===== src/hw/rtl/salc_pkg.sv =====
// Shared definitions for the set-associative LRU cache tag store.
// Command codes and the result record; no dependencies.
package salc_pkg;

  localparam int ADDR_W = 32;

  localparam logic [1:0] CMD_READ  = 2'd0;
  localparam logic [1:0] CMD_WRITE = 2'd1;
  localparam logic [1:0] CMD_INVAL = 2'd2;

  typedef struct packed {
    logic              hit;
    logic              evicted;
    logic [ADDR_W-1:0] victim_address;
    logic              victim_dirty;
    logic              found;
    logic              was_dirty;
  } result_t;

endpackage


===== src/hw/rtl/salc_set_update.sv =====
// Lookup, replacement and LRU rank update for one set read from the tag store.
// Depends on salc_pkg for command codes and the result record.
module salc_set_update import salc_pkg::*; #(
  parameter int NUM_WAYS  = 4,
  parameter int WAY_W     = 2,
  parameter int RANK_W    = 2,
  parameter int TAG_SHIFT = 13
) (
  input  logic [1:0]                           command,
  input  logic [ADDR_W-1:0]                    address,
  input  logic                                 write_allocate,
  input  logic [NUM_WAYS-1:0][ADDR_W-1:0]      rd_address,
  input  logic [NUM_WAYS-1:0]                  rd_valid,
  input  logic [NUM_WAYS-1:0]                  rd_dirty,
  input  logic [NUM_WAYS-1:0][RANK_W-1:0]      rd_rank,
  output logic [NUM_WAYS-1:0]                  wr_valid,
  output logic [NUM_WAYS-1:0]                  wr_dirty,
  output logic [NUM_WAYS-1:0][RANK_W-1:0]      wr_rank,
  output logic                                 addr_we,
  output logic [WAY_W-1:0]                     addr_way,
  output result_t                              result
);

  localparam logic [RANK_W-1:0] TOP_RANK = RANK_W'(NUM_WAYS - 1);

  logic [NUM_WAYS-1:0] match;
  logic                hit_any;
  logic [WAY_W-1:0]    hit_way;
  logic [WAY_W-1:0]    victim_way;
  logic                do_touch;
  logic [WAY_W-1:0]    touch_way;
  logic [RANK_W-1:0]   old_rank;
  logic                do_fill;

  always_comb begin
    hit_way    = '0;
    victim_way = '0;
    // scan downward so the lowest-numbered way wins
    for (int w = NUM_WAYS - 1; w >= 0; w--) begin
      match[w] = rd_valid[w] && ((rd_address[w] >> TAG_SHIFT) == (address >> TAG_SHIFT));
      if (match[w]) begin
        hit_way = WAY_W'(w);
      end
      if (rd_rank[w] == '0) begin
        victim_way = WAY_W'(w);
      end
    end
    hit_any = |match;
  end

  always_comb begin
    result    = '0;
    wr_valid  = rd_valid;
    wr_dirty  = rd_dirty;
    do_touch  = 1'b0;
    do_fill   = 1'b0;
    touch_way = hit_way;
    case (command)
      CMD_READ, CMD_WRITE: begin
        if (hit_any) begin
          do_touch   = 1'b1;
          result.hit = 1'b1;
          if (command == CMD_WRITE) begin
            wr_dirty[hit_way] = 1'b1;
          end
        end else if (command == CMD_READ || write_allocate) begin
          do_fill   = 1'b1;
          do_touch  = 1'b1;
          touch_way = victim_way;
          if (rd_valid[victim_way]) begin
            result.evicted        = 1'b1;
            result.victim_address = rd_address[victim_way];
            result.victim_dirty   = rd_dirty[victim_way];
          end
          wr_valid[victim_way] = 1'b1;
          wr_dirty[victim_way] = (command == CMD_WRITE);
        end
      end
      CMD_INVAL: begin
        if (hit_any) begin
          wr_valid[hit_way] = 1'b0;
          result.found      = 1'b1;
          result.was_dirty  = rd_dirty[hit_way];
        end
      end
      default: begin
      end
    endcase
  end

  // touched way goes to the top, ways ranked above its old rank drop by one
  always_comb begin
    old_rank = rd_rank[touch_way];
    for (int w = 0; w < NUM_WAYS; w++) begin
      if (!do_touch) begin
        wr_rank[w] = rd_rank[w];
      end else if (WAY_W'(w) == touch_way) begin
        wr_rank[w] = TOP_RANK;
      end else if (rd_rank[w] > old_rank) begin
        wr_rank[w] = rd_rank[w] - 1'b1;
      end else begin
        wr_rank[w] = rd_rank[w];
      end
    end
  end

  assign addr_we  = do_fill;
  assign addr_way = victim_way;

endmodule


===== config.mk =====
export PLATFORM = sky130hd
export DESIGN_NAME = salc_set_update
export DESIGN_NICKNAME = d
export VERILOG_FILES = /design/src/hw/rtl/salc_pkg.sv /design/src/hw/rtl/salc_set_update.sv
export SDC_FILE = /design/constraint.sdc
export NUM_CORES = 1
export LEC_CHECK = 0
export ABC_CLOCK_PERIOD_IN_PS = 4000
export BUFFER_PORTS_ARGS = -buffer_cell sky130_fd_sc_hd__buf_2
export CORE_ASPECT_RATIO = 0.5
export CORE_MARGIN = 2
export CORE_UTILIZATION = 42
export DETAILED_ROUTE_END_ITERATION = 8
export PLACE_DENSITY = 0.95
export SETUP_SLACK_MARGIN = 0.5
export SLEW_MARGIN = 10
export SYNTH_ARGS = -nofsm -noshare
export SYNTH_HDL_FRONTEND = slang
export SYNTH_SLANG_ARGS = --single-unit

===== constraint.sdc =====
create_clock -name vclk -period 4
set_input_delay 0.2 -clock vclk [all_inputs]
set_output_delay 0.2 -clock vclk [all_outputs]
set_load 0.005 [all_outputs]

# Word-level counts from Yosys, hierarchy flattened
# Cells that the tools add are included.
# Widths: inputs -> output; s select.
word_totals:
  register_bits: 0
  inputBits: 179
  output_inout_bits: 56
  wordCells: 99
classes:
  add_sub_neg: 4
  order_cmp: 9
  n_eq_ne: 9
  n_mux: 58
  bitwise_logic: 4
  reduce_logical: 15
ops:
  columns: ["op", "count"]
  rows:
  - ["$mux 34", 3]
  - ["$eq 19x19->1", 4]
  - ["$bmux 32 s2", 1]
  - ["$mux 2", 26]
  - ["$mux 35", 1]
  - ["$mux 32", 1]
  - ["$mux 4", 7]
  - ["$logic_not 2->1", 6]
  - ["$mux 1", 11]
  - ["$lt 2x3->1 const B", 3]
  - ["$gt 2x2->1", 4]
  - ["$or 4x4->4", 2]
  - ["$pmux 4 s2", 1]
  - ["$sub 2x1->2 const B", 4]
  - ["$bmux 1 s2", 3]
  - ["$logic_and 1x1->1", 6]
  - ["$and 4x4->4", 1]
  - ["$bmux 2 s2", 1]
  - ["$bwmux 4", 1]
  - ["$demux 1 s2", 2]
  - ["$eq 2x2->1 const A", 2]
  - ["$ge 2x1->1 const B", 2]
  - ["$not 4->4", 1]
  - ["$reduce_or 4->1", 1]
  - ["other kinds (5)", 5]

# Depth between registers and ports, before layout
depth:
  ltp_word: 15
  ltp_mapped: 18
  depth_no_buf: 16

# Worst setup path after synthesis
# OpenSTA, ideal clock, no wires.
synth_timing:
  path_type: "input-to-output"
  from: "input address[29]"
  to: "output wr_rank[0] in the netlist's numbering"
  t_arrival_ns: 2.923
  required_time_ns: 3.800
  setup_slack_ns: 0.877
  stages: 16
  n_path_buf: 2
  path_cell_list: "buf_2 > xnor2_2 > nand4b_1 > nor4b_2 > and4_1 > buf_4 > nor2_1 > a21oi_1 > nor2_1 > a21oi_1 > mux2i_1 > ha_1 > nor2_1 > or3_2 > o2111ai_1 > nor2_1"
synth_rtl:
  columns: ["item", "line", "text"]
  rows:
  - ["start, declared", "salc_set_update.sv:10", "input logic [ADDR_W-1:0] address,"]
  - ["end, declared", "salc_set_update.sv:18", "output logic [NUM_WAYS-1:0][RANK_W-1:0] wr_rank,"]

==> flow_summary_export.csv <==
group,metric,value,unit
status,status,"finished with violations",
status,violations,"design-rule violations",
detailed_routing,vias,4831,
die,initial_core_util,0.441,
cells_and_area,drive_gt1_frac,0.448,
synthesis,yosysWarnings,0,
placed_design,post-place-cells,747,
timing,maxSlewViolCount,0,
die,ioPinCount,235,
timing,rsz0062_at_grt,"no",
critical_path,crit_slowest_cell,"or3_4",
critical_path,crit_path_start_kind,"input port",
power_and_ir_drop,leakage,2.07,nW
power_and_ir_drop,switchingPower,0.000311,W
global_route,grt_overflow,0,
critical_path,critical_path_class,"in -> out",
detailed_routing,drc_errors,5,
critical_path,path_common_cell,"buf_2",
die,num_rows,21,
power_and_ir_drop,comb_power_share,1.000,
detailed_routing,via_per_inst,6.40,
synthesis,syn_avg_cell_area,6.74,sq um
die,core,6810,sq um
die,die_w,123,um
critical_path,crit_required,3.80,ns
critical_path,cp.depth,15,
power_and_ir_drop,p_int,0.000239,W
detailed_routing,routedWlPerCell,19.0,um
cts,hold_buffers,0,
power_and_ir_drop,power_density,122,nW/um^2
critical_path,cp.arrival,3.23,ns
die,die_y,63.7,um
power_and_ir_drop,clkPwrFrac,0,
global_route,grt_pass1_vias,4271,
cells_and_area,final_util,0.663,
synthesis,synth_fp_nets,632,
placed_design,gp_congestion,1.04,
cells_and_area,seq_area,0,sq um
detailed_routing,routed_wl,14.3,mm
timing,relSlewSlack,0.573,
global_route,grt_antenna_before_repair,0,
synthesis,synth_cell_types,58,
placed_design,io_buffers,222,
critical_path,crit_chain,"buf_2 > xor2_1 > nor4_2 > nand3_2 > or3_4 > o21ai_0 > a21oi_2 > mux2i_1 > buf_4 > ha_4 > nor2_2 > or3_2 > o2111ai_1 > nor2_1 > buf_2",
global_route,track_usage,0.336,
synthesis,ys_seq_area_frac,0,
detailed_routing,antenna_left,0,
timing,max_clock_freq,291,MHz
timing,post-route-period-util,0.858,
timing,hold_violations,0,
critical_path,critPathMaxFanout,4,
cells_and_area,insertedDiodeCount,0,
synthesis,netlist_area,3000,sq um
cells_and_area,fin_cells,755,
placed_design,dp_hpwl,11.5,mm
cells_and_area,areaGrowthSynthToFinish,50.6,%
detailed_routing,drt_iter0_drc,727,
critical_path,path_delay_family,"simple AND/OR/NAND/NOR gates",
cells_and_area,layout.nets,852,
global_route,grt_first_pass_wirelength,21.4,mm
timing,period_needed,3.43,ns
global_route,grt_max_degree,36,
die,die-area,7870,sq um
hold_path,hold_path_class,"in -> out",
critical_path,path_buf_inv,3,
timing,worst_slew_pin_slew,0.638,ns
cells_and_area,clkbuf_count,0,
cells_and_area,sequential_cell_total,0,
critical_path,crit_path_end_kind,"primary output",
cells_and_area,multiInputGateArea,3050,sq um
hold_path,min_path_cells,4,
power_and_ir_drop,seqPwrFrac,0,
power_and_ir_drop,irDropWorstVdd,0.0654,mV
critical_path,critPathMaxStageDelay,0.44,ns
timing,setup_viol,0,
cells_and_area,fillerInstances,628,
detailed_routing,dr.pass1.iters,9,
synthesis,synthCells,445,
timing,fin_tns_setup,0,ns
power_and_ir_drop,swShare,0.565,
flow_run,cap_viol_max_count,0,
[Yosys cell counts, types with 3 or more instances]
| cell | number | area, sq um |
|---|---|---|
| nand2b_1 | 3 | 18.8 |
| and2_1 | 4 | 25.0 |
| nand3_1 | 13 | 65.1 |
| nor3_1 | 11 | 55.1 |
| xor2_1 | 48 | 420 |
| or3_1 | 4 | 25.0 |
| nand4b_1 | 8 | 70.1 |
| a222oi_1 | 33 | 330 |
| ha_1 | 8 | 100 |
| nor2b_1 | 3 | 18.8 |
| a21oi_1 | 42 | 210 |
| nand2_1 | 54 | 203 |
| inv_1 | 16 | 60.1 |
| o21ai_0 | 9 | 45.0 |
| o221ai_1 | 4 | 35.0 |
| nor4b_2 | 5 | 75.1 |
| mux2i_1 | 5 | 50.1 |
| nand4_1 | 15 | 93.8 |
| nor2_1 | 25 | 93.8 |
| o21a_1 | 5 | 37.5 |
| o31ai_1 | 4 | 30.0 |
| o211ai_1 | 5 | 37.5 |
| nor4_1 | 17 | 106 |
| clkbuf_1 | 22 | 82.6 |
| o2111ai_1 | 8 | 70.1 |
| a31oi_1 | 6 | 37.5 |
| nor4b_1 | 4 | 35.0 |
| xnor2_1 | 27 | 236 |
[cell usage in the layout (no fill, tap or decap), types with 5 or more instances in the layout]
cell type  count
xnor2_1       23
nand4b_1       8
mux2i_1        5
inv_1         16
o21a_1         5
buf_2        220
buf_4         24
nor4_1        14
nor2_1        19
nand4_1       15
nand2_1       54
nand3_1       11
o2111ai_1      8
a31oi_1        6
o211ai_1       5
nor3_1        10
o21ai_0        8
a21oi_1       40
xor2_1        47
a222oi_1      33
[power by group through the flow]
stage / Clock [W] / Sequential [W] / Combinational [W]
floorplan: 0 / 0 / 0.000270
global placement: 0 / 0 / 0.000490
detailed placement: 0 / 0 / 0.000500
CTS: 0 / 0 / 0.000506
global route: 0 / 0 / 0.000593
finish: 0 / 0 / 0.000550
[stage by stage]
step / hold slack, ns / worst slack, ns / power, W / instance area [sq um]
final: 0.710 / 0.569 / 0.000550 / 4510
after global routing: 0.721 / 0.404 / 0.000593 / 4510
after CTS: 0.711 / 0.479 / 0.000506 / 4280
after detailed placement: 0.710 / 0.322 / 0.000500 / 4240
after global placement: 0.704 / 0.324 / 0.000490 / 4240
after floorplan: 0.497 / 0.877 / 0.000270 / 3000
[repair_timing]
| action | CTS | global route |
|---|---|---|
| setup buffers | 3 | 5 |
| resized for setup | 5 | 38 |
| setup endpoints to repair | 8 | 8 |
| pin swaps | 2 | 14 |
[worst min-delay path, stage by stage]
cell	delay (ns)
buf_2	0.09
nand2_1	0.04
a21oi_1	0.05
buf_2	0.12
[cell families (layout without fill, tap and decap cells)]
group | Yosys count | after routing | synth area share
and+or+nand+nor | 180 | 180 | 0.338
buffers and inverters | 43 | 261 | 0.0584
xor gates and xnor gates | 76 | 76 | 0.225
muxes | 5 | 5 | 0.0167
adders and majority gates | 8 | 8 | 0.0334
AOI/OAI and AO/OA | 133 | 133 | 0.328
[layout make-up]
type                       instances  area share
timing repair buffer             245       0.286
tap                               92      0.0255
multi-input combinational        402       0.675
inverter                          16      0.0133
[worst paths after layout]
check | slack (ns) | from | to
worst min-delay path | 0.71 | rd_address[0] | result[3]
worst max-delay path | 0.57 | address[16] | wr_rank[0]
[per-layer routing]
layer / routed length, um / up-vias / GRT usage
met5: 0 / - / 0
met3: 1470 / 31 / 0.0411
met4: 190 / 0 / 0.0369
met1: 5720 / 2252 / 0.462
li1: - / 2188 / -
met2: 6950 / 360 / 0.579
Note: power is estimated with default switching activity, not from simulation.
